[config.mk]
export PLATFORM = sky130hd
export DESIGN_NAME = fxg_div
export DESIGN_NICKNAME = d
export VERILOG_FILES = /design/src/sv/fxg_pkg.sv /design/src/sv/fxg_div.sv
export SDC_FILE = /design/constraint.sdc
export NUM_CORES = 1
export LEC_CHECK = 0
export BUFFER_PORTS_ARGS = -buffer_cell sky130_fd_sc_hd__clkbuf_2
export CAP_MARGIN = 20
export CORE_AREA = 10 10 69 71
export DETAILED_ROUTE_END_ITERATION = 10
export DIE_AREA = 0 0 79 81
export GPL_TIMING_DRIVEN = 0
export PLACE_DENSITY_LB_ADDON = 0.1
export SLEW_MARGIN = 10
export SYNTH_ARGS = -nofsm -noshare
export SYNTH_HDL_FRONTEND = slang
export SYNTH_SLANG_ARGS = --single-unit
[constraint.sdc]
create_clock -name i_clk -period 2.3 [get_ports i_clk]
set_input_delay 0.345 -clock i_clk [delete_from_list [all_inputs] [get_ports i_clk]]
set_output_delay 0.345 -clock i_clk [all_outputs]
set_load 0.02 [all_outputs]
[src/sv/fxg_pkg.sv]
// Shared types, widths, action codes and status codes of the XOR group FEC decoder.
package fxg_pkg;

    localparam int PAYLOAD_BYTES_DEF = 1024;
    localparam int MAX_GROUP_DEF     = 63;

    localparam int WORD_W   = 32;
    localparam int INDEX_W  = 9;
    localparam int SEQ_W    = 16;
    localparam int SIZE_W   = 6;
    localparam int COUNT_W  = 6;
    localparam int STATUS_W = 3;
    // one quotient bit per step of each restoring divider
    localparam int DIV_STEPS = SEQ_W;

    localparam logic [STATUS_W-1:0] ST_SHORT       = 3'd0;
    localparam logic [STATUS_W-1:0] ST_DATA        = 3'd1;
    localparam logic [STATUS_W-1:0] ST_RECOVERED   = 3'd2;
    localparam logic [STATUS_W-1:0] ST_PARITY_DROP = 3'd3;
    localparam logic [STATUS_W-1:0] ST_FAIL        = 3'd4;

    typedef enum logic [2:0] {
        ACT_PASS      = 3'd0,
        ACT_LOAD      = 3'd1,
        ACT_XOR       = 3'd2,
        ACT_DUP       = 3'd3,
        ACT_RECOVER   = 3'd4,
        ACT_LOAD_DROP = 3'd5,
        ACT_DROP      = 3'd6,
        ACT_FAIL      = 3'd7
    } t_act;

    typedef struct packed {
        logic [WORD_W-1:0]  word_data;
        logic [INDEX_W-1:0] word_index;
        logic               last_word;
        logic               full_frame;
        logic [SEQ_W-1:0]   group_seq;
        logic [SIZE_W-1:0]  group_size;
    } t_in_word;

    typedef struct packed {
        logic [WORD_W-1:0]   out_word;
        logic [INDEX_W-1:0]  out_index;
        logic                out_last;
        logic [STATUS_W-1:0] status;
    } t_out_word;

    function automatic logic [STATUS_W-1:0] act_status(input t_act act);
        logic [STATUS_W-1:0] st;
        case (act)
            ACT_PASS:      st = ST_SHORT;
            ACT_LOAD:      st = ST_DATA;
            ACT_XOR:       st = ST_DATA;
            ACT_DUP:       st = ST_DATA;
            ACT_RECOVER:   st = ST_RECOVERED;
            ACT_LOAD_DROP: st = ST_PARITY_DROP;
            ACT_DROP:      st = ST_PARITY_DROP;
            ACT_FAIL:      st = ST_FAIL;
            default:       st = ST_SHORT;
        endcase
        return st;
    endfunction

endpackage

[src/sv/fxg_div.sv]
// Iterative restoring divider: sequence number by group size, one quotient bit per cycle.
module fxg_div (
    input  logic                       i_clk,
    input  logic                       i_rst_n,
    input  logic                       i_start,
    input  logic [fxg_pkg::SEQ_W-1:0]  i_dividend,
    input  logic [fxg_pkg::SIZE_W-1:0] i_divisor,
    output logic [fxg_pkg::SEQ_W-1:0]  o_quotient,
    output logic [fxg_pkg::SIZE_W-1:0] o_remainder,
    output logic                       o_done
);
    import fxg_pkg::*;

    localparam int CNT_W = $clog2(DIV_STEPS);

    logic               r_busy, n_busy;
    logic               r_done, n_done;
    logic [CNT_W-1:0]   r_cnt, n_cnt;
    logic [SIZE_W-1:0]  r_rem, n_rem;
    logic [SEQ_W-1:0]   r_quo, n_quo;
    logic [SIZE_W-1:0]  r_dvs, n_dvs;
    logic [SIZE_W:0]    w_trial;
    logic [SIZE_W:0]    w_diff;

    always_comb begin
        w_trial = {r_rem, r_quo[SEQ_W-1]};
        w_diff  = w_trial - {1'b0, r_dvs};
        n_busy  = r_busy;
        n_done  = 1'b0;
        n_cnt   = r_cnt;
        n_rem   = r_rem;
        n_quo   = r_quo;
        n_dvs   = r_dvs;
        if (i_start) begin
            n_busy = 1'b1;
            n_cnt  = '0;
            n_rem  = '0;
            n_quo  = i_dividend;
            n_dvs  = i_divisor;
        end else if (r_busy) begin
            // shift the dividend out at the top, the quotient bit in at the bottom
            if (w_trial >= {1'b0, r_dvs}) begin
                n_rem = w_diff[SIZE_W-1:0];
                n_quo = {r_quo[SEQ_W-2:0], 1'b1};
            end else begin
                n_rem = w_trial[SIZE_W-1:0];
                n_quo = {r_quo[SEQ_W-2:0], 1'b0};
            end
            n_cnt = r_cnt + CNT_W'(1);
            if (r_cnt == CNT_W'(DIV_STEPS - 1)) begin
                n_busy = 1'b0;
                n_done = 1'b1;
            end
        end
    end

    always_ff @(posedge i_clk) begin
        if (!i_rst_n) begin
            r_busy <= 1'b0;
            r_done <= 1'b0;
            r_cnt  <= '0;
        end else begin
            r_busy <= n_busy;
            r_done <= n_done;
            r_cnt  <= n_cnt;
        end
    end

    always_ff @(posedge i_clk) begin
        r_rem <= n_rem;
        r_quo <= n_quo;
        r_dvs <= n_dvs;
    end

    assign o_quotient  = r_quo;
    assign o_remainder = r_rem;
    assign o_done      = r_done;

endmodule

==> results.sh, run 1 <==
export IMPL_status="finished clean"
export IMPL_post_cts_repair_setup_buffers=0
export IMPL_clkSinkCount=34
export IMPL_max_cap_violations=0
export IMPL_drive_gt1_share_pct=40.4
export IMPL_syn_nets=172
export IMPL_finalHoldViolCount=0
export IMPL_worstPathArrival_ns=2.36
export IMPL_synth_area_leaders="edfxtp_1 (39%), dfxtp_1 (14%), mux2_2 (11%)"
export IMPL_viasPerCell=4.88
export IMPL_die_w_um=79
export IMPL_clockRootBuffer="clkbuf_4"
export IMPL_fp_coreArea_mm2=0.00352
export IMPL_tightest_slew_ns=0.511
export IMPL_placementRows=22
export IMPL_gp_congestion=0.701
export IMPL_die_height_um=81
export IMPL_nets=226
export IMPL_ys_ff_latch=34
export IMPL_grt_setup_unrepaired="false"
export IMPL_clock_path_buffers=2
export IMPL_critPathMaxFanout=9
export IMPL_yosysTopAreaCellShare_pct=39.3
export IMPL_startpoint_type="flop"
export IMPL_wl_um=3230
export IMPL_antenna_found_initial=0
export IMPL_antenna_cells=0
export IMPL_worstPathRequired_ns=2.53
export IMPL_leakagePower_nw=0.908
export IMPL_yosysWarnings=0
export IMPL_grt_max_degree=17
export IMPL_fmaxAchievable_mhz=468
export IMPL_min_period_ns=2.14
export IMPL_avgSynthCellArea_um2=12.2
export IMPL_syn_cell_area_mm2=0.00168
export IMPL_track_usage_pct=11.2
export IMPL_vias=1176
export IMPL_fin_tns_setup_ns=0
export IMPL_synthDistinctLibCells=35
export IMPL_area_delta_synth_final_pct=22.3
export IMPL_ant_nets=0
export IMPL_end_kind="flop"
export IMPL_min_period_over_period_pct=92.9
export IMPL_fill_cells=340
export IMPL_yosysSeqAreaShare_pct=53.6
export IMPL_drt_first_pass_iters=4
export IMPL_worstSetupPathType="flop to flop"
export IMPL_min_path_type="input port to flop"
export IMPL_cts_tree="yes"
export IMPL_layout_commonest_cell="clkbuf_2"
export IMPL_multi_input_area_um2=714
export IMPL_gr_total_overflow=0
export IMPL_final_cell_mix="clkbuf_2 (47), edfxtp_1 (22), mux2_2 (17)"
export IMPL_peakVddDrop_uv=496
export IMPL_seq_area_um2=901
export IMPL_fin_util_pct=58.3
export IMPL_routedWlPerCell_um=13.4
export IMPL_drt_initial_drc_count=29
export IMPL_cts_made_buffers=5
export IMPL_path_clk_slew_ns=0.10
export IMPL_grt_pass1_vias=1299
export IMPL_hpwl_um=2620
export IMPL_drc=0
export IMPL_maxSlewHeadroom_pct=65.9
export IMPL_ctsHoldBuffers=0
export IMPL_finalSetupViolations=0
export IMPL_port_buffer_count=47
export IMPL_dieArea_mm2=0.00640
export IMPL_grt_pass1_wl_um=5700
export IMPL_clk_latency_ns=0.33
export IMPL_initial_core_util_pct=47.7
export IMPL_cts_htree_levels=2
export IMPL_cts_resized=0
export IMPL_slew_violations=0
export IMPL_synth_top_cell_by_area="edfxtp_1"
export IMPL_p_per_area_mw_per_mm2=728
export IMPL_fin_skew_ns=0.0103
export IMPL_num_io_pins=48
export IMPL_syn_inst=138
[worst paths after layout]
check / from / to / slack, ns / cells past startpoint
setup / recovery: o_remainder[3]$_SDFFE_PP0P_ / o_remainder[1]$_SDFFE_PP0P_ / 0.16 / 7
setup reg to reg: o_remainder[3]$_SDFFE_PP0P_ / o_remainder[1]$_SDFFE_PP0P_ / 0.16 / 7
hold / removal: i_divisor[5] / r_dvs[5]$_DFFE_PP_ / 0.18 / 1
hold reg to reg: r_cnt[3]$_SDFFE_PP0P_ / o_done$_SDFF_PP0_ / 0.50 / 2
[Yosys cell counts]
| cell | number |
|---|---|
| nor2b_1 | 2 |
| xnor2_1 | 2 |
| buf_1 | 2 |
| a21o_1 | 1 |
| mux2_4 | 1 |
| nand4_1 | 1 |
| ha_1 | 8 |
| a22oi_1 | 1 |
| a211oi_1 | 4 |
| dfxtp_1 | 12 |
| nand2_1 | 4 |
| xor2_1 | 4 |
| edfxtp_1 | 22 |
| buf_2 | 1 |
| a211oi_2 | 1 |
| a41o_1 | 1 |
| fa_1 | 1 |
| clkbuf_1 | 2 |
| o21ai_0 | 4 |
| nor2_1 | 14 |
| nand2b_1 | 3 |
| o21a_1 | 1 |
| nand3_1 | 1 |
| mux2_2 | 17 |
| or3_1 | 1 |
| or2_2 | 1 |
| buf_6 | 1 |
| and2b_2 | 1 |
| inv_1 | 9 |
| a211o_1 | 1 |
| nor4bb_1 | 1 |
| nor3_1 | 2 |
| mux2i_1 | 4 |
| nor3b_1 | 2 |
| a21oi_1 | 5 |
[state kept, by name (all words and copies together) (netlist names)]
signal / flops
o_quotient: 16
o_remainder: 6
r_dvs: 6
r_cnt: 4
o_done: 1
r_busy: 1
[worst max-delay path: stages, from the launching register on]
cell and delay (ns):
dfxtp_1 0.36, ha_1 0.37, a21o_1 0.18, a211o_1 0.28
a41o_1 0.21, buf_6 0.14, nor4bb_1 0.14, or3_1 0.36
[power breakdown]
group          leakage [nW]  switching, mW  total (mW)  internal, mW
registers             0.318         0.0309       0.743         0.712
clock network        0.0446          0.188       0.397         0.209
logic                 0.545          0.193       0.355         0.163
total                 0.908          0.411        1.50          1.08
[final cells by class]
class	instances	area share (%)
Multi-Input combinational cell	89	34.8
Buffer	6	1.52
Sequential cell	34	43.8
Inverter	9	1.64
Timing Repair Buffer	47	11.4
Clock buffer	8	3.84
Tap cell	48	2.92
[per-stage QoR]
step	hold WS, ns	setup slack, ns	instances	area (um2)	total power [mW]
after floorplan	0.439	0.149	138	1680	1.01
after global placement	0.453	0.181	233	1980	1.11
after detailed placement	0.469	0.154	233	1980	1.12
after CTS	0.168	0.144	241	2050	1.52
after global routing	0.144	0.00269	241	2050	1.59
final	0.185	0.163	241	2050	1.50
[kinds of logic (layout without fill, tap and decap cells)]
kind of cell             count (synthesis)  in the layout  share of synthesized area (%)
XOR/XNOR                                 6              6                           3.13
adder cells (fa/ha/maj)                  9              9                           7.15
buffers and inverters                   15             70                           3.87
multiplexers                            22             22                           14.7
AND/OR/NAND/NOR                         33             33                           9.90
AO/OA/AOI/OAI                           19             19                           7.67
flip-flops                              34             34                           53.6
[layer usage]
layer | share of wire, % | track usage, % | up-vias
met5 | 0 | 0 | -
met4 | 1.4 | 4.30 | 0
met3 | 8.7 | 5.96 | 7
met2 | 48 | 18.9 | 32
met1 | 42 | 11.6 | 534
li1 | - | - | 603
Power figures use the tool's default switching activity.
==> run 2, diff against run 1 <==
--- a/config.mk
+++ b/config.mk
@@ -5,11 +5,12 @@
 export SDC_FILE = /design/constraint.sdc
 export NUM_CORES = 1
 export LEC_CHECK = 0
+export ABC_AREA = 1
 export BUFFER_PORTS_ARGS = -buffer_cell sky130_fd_sc_hd__clkbuf_2
 export CAP_MARGIN = 20
-export CORE_AREA = 10 10 69 71
+export CORE_AREA = 10 10 70 72
 export DETAILED_ROUTE_END_ITERATION = 10
-export DIE_AREA = 0 0 79 81
+export DIE_AREA = 0 0 80 82
 export GPL_TIMING_DRIVEN = 0
 export PLACE_DENSITY_LB_ADDON = 0.1
 export SLEW_MARGIN = 10
==> results.sh, run 2 <==
export IMPL_synth_edf_count=22
export IMPL_fmaxAchievable_mhz=570
export IMPL_drt_first_pass_iters=4
export IMPL_hpwl_um=2900
export IMPL_gp_congestion=0.782
export IMPL_cts_htree_levels=2
export IMPL_critPathMaxFanout=3
export IMPL_ctsHoldBuffers=0
export IMPL_fin_tns_setup_ns=0
export IMPL_tightest_slew_ns=0.584
export IMPL_end_kind="flop"
export IMPL_fp_coreArea_mm2=0.00358
export IMPL_layout_commonest_cell="nand2_1"
export IMPL_maxSlewHeadroom_pct=60.9
export IMPL_async_flop_share_pct=0
export IMPL_power_total_mw=1.46
export IMPL_area_delta_synth_final_pct=20.5
export IMPL_grt_setup_unrepaired="false"
export IMPL_fin_util_pct=59.0
export IMPL_yosysSeqAreaShare_pct=51.5
export IMPL_track_usage_pct=12.1
export IMPL_gr_total_overflow=0
export IMPL_synth_most_common_cell="nand2_1"
export IMPL_multi_input_area_um2=742
export IMPL_nets=289
export IMPL_worstPathRequired_ns=2.55
export IMPL_port_buffer_count=47
export IMPL_cts_resized=0
export IMPL_syn_inst=201
export IMPL_dieArea_mm2=0.00656
export IMPL_grt_pass1_wl_um=6330
export IMPL_status="finished clean"
export IMPL_placementRows=22
export IMPL_yosysWarnings=0
export IMPL_clock_path_buffers=2
export IMPL_yosysTopAreaCellShare_pct=37.7
export IMPL_avgSynthCellArea_um2=8.71
export IMPL_worst_r2r_path_depth=10
export IMPL_p_per_area_mw_per_mm2=693
export IMPL_post_cts_repair_setup_buffers=0
export IMPL_worstPathArrival_ns=2.01
export IMPL_synth_top_cell_by_area="edfxtp_1"
export IMPL_die_w_um=80
export IMPL_fin_skew_ns=0.0164
export IMPL_worstSetupPathType="flop to flop"
export IMPL_startpoint_type="flop"
export IMPL_synthFlopType="edfxtp_1"
export IMPL_drc=0
export IMPL_syn_cell_area_mm2=0.00175
export IMPL_viasPerCell=4.60
export IMPL_pre_cts_ws_ns=0.406
export IMPL_synthDistinctLibCells=26
export IMPL_min_period_over_period_pct=76.3
export IMPL_num_io_pins=48
export IMPL_cts_tree="yes"
export IMPL_antenna_found_initial=0
export IMPL_wl_um=3770
export IMPL_antenna_cells=0
export IMPL_reg2reg_to="o_remainder[4]$_SDFFE_PP0P_"
export IMPL_finalHoldViolCount=0
export IMPL_ys_ff_latch=34
export IMPL_peakVddDrop_uv=338
export IMPL_ant_nets=0
export IMPL_finalSetupViolations=0
export IMPL_netlist_top_cells_count="nand2_1 (81), edfxtp_1 (22), inv_1 (20), nand3_1 (14), dfxtp_1 (12)"
export IMPL_path_clk_slew_ns=0.12
export IMPL_synth_area_leaders="edfxtp_1 (38%), nand2_1 (17%), dfxtp_1 (14%)"
export IMPL_fill_cells=344
export IMPL_clkSinkCount=34
export IMPL_clockRootBuffer="clkbuf_4"
export IMPL_cts_made_buffers=5
export IMPL_die_height_um=82
export IMPL_drive_gt1_share_pct=28.1
export IMPL_initial_core_util_pct=48.9
export IMPL_grt_pass1_vias=1396
export IMPL_grt_max_degree=18
export IMPL_seq_area_um2=901
export IMPL_max_cap_violations=0
export IMPL_min_path_type="input port to flop"
export IMPL_final_cell_mix="nand2_1 (81), clkbuf_2 (47), edfxtp_1 (22)"
export IMPL_startpoint="o_quotient[15]$_DFFE_PP_"
export IMPL_largest_reg_flops=16
export IMPL_r2r_slack_ns=0.54
export IMPL_vias=1398
export IMPL_endpoint="o_remainder[4]$_SDFFE_PP0P_"
export IMPL_fin_ws_ns=0.545
export IMPL_leakagePower_nw=1.09
export IMPL_slew_violations=0
export IMPL_min_period_ns=1.76
export IMPL_reg2reg_from="o_quotient[15]$_DFFE_PP_"
export IMPL_clk_latency_ns=0.34
export IMPL_routedWlPerCell_um=12.4
export IMPL_syn_nets=235
export IMPL_drt_initial_drc_count=43
-- run 2: changes by cell type after synthesis, moves of 3 or more --
cell      previous run  this run
nand2_1              4        81
nor2_1              14         7
mux2_2              17         0
nand2_2              0         3
inv_2                0         5
nand3b_1             0         4
o21ai_0              4         0
mux2i_1              4         0
a211oi_1             4         0
nand3_1              1        14
inv_1                9        20
nand2b_1             3         0
-- run 2: cell families after synthesis --
| group | after synthesis | synth area share (%) |
|---|---|---|
| adders and majority gates | 9 | 6.86 |
| AOI/OAI and AO/OA | 6 | 2.00 |
| buffers and inverters | 28 | 6.15 |
| DFF | 34 | 51.5 |
| xor gates and xnor gates | 3 | 1.50 |
| and+or+nand+nor | 121 | 32.0 |
-- run 2: final cells by class --
cell class	instances	area share (%)
Sequential cell	34	42.7
Multi-Input combinational cell	139	35.2
Timing Repair Buffer	47	11.2
Inverter	25	4.45
Tap cell	48	2.85
Clock buffer	6	2.43
Buffer	3	0.652
Clock inverter	2	0.593
-- run 2: worst min path at each step --
| stage | startpoint | to | slack (ns) | cells past startpoint |
|---|---|---|---|---|
| final | i_divisor[0] | r_dvs[0]$_DFFE_PP_ | 0.19 | 1 |
| after global routing | i_divisor[3] | r_dvs[3]$_DFFE_PP_ | 0.17 | 1 |
| after CTS | i_divisor[0] | r_dvs[0]$_DFFE_PP_ | 0.17 | 1 |
| after detailed placement | r_cnt[1]$_SDFFE_PP0P_ | r_cnt[1]$_SDFFE_PP0P_ | 0.48 | 2 |
| after global placement | o_remainder[5]$_SDFFE_PP0P_ | o_remainder[5]$_SDFFE_PP0P_ | 0.47 | 2 |
| after floorplan | i_divisor[0] | r_dvs[0]$_DFFE_PP_ | 0.44 | 0 |
-- run 2: power breakdown --
group	total [mW]	internal (mW)	switching, mW
clock	0.358	0.147	0.212
combinational	0.359	0.132	0.228
sequential	0.743	0.710	0.0329
-- run 2: metrics by stage --
stage | instance area, um2 | hold slack, ns | cells
after global placement | 2050 | 0.473 | 296
after detailed placement | 2050 | 0.481 | 296
after floorplan | 1750 | 0.444 | 201
final | 2110 | 0.187 | 304
after CTS | 2110 | 0.169 | 304
after global routing | 2110 | 0.170 | 304
-- run 2: layer usage --
layer / GRT usage (%) / up-vias / share of wire, %
met3: 4.80 / 6 / 5.7
li1: - / 753 / -
met4: 3.70 / 0 / 1.3
met1: 13.7 / 612 / 45
met5: 0 / - / 0
met2: 20.7 / 27 / 48
-- run 2: worst max-delay path: stages (launching register included) --
cell,delay [ns]
edfxtp_1,0.40
inv_1,0.09
ha_1,0.21
fa_1,0.40
nand3b_1,0.20
nand3_1,0.08
nand2_1,0.05
nand2_1,0.05
nand2_1,0.05
nand3_1,0.08
nand2_1,0.04
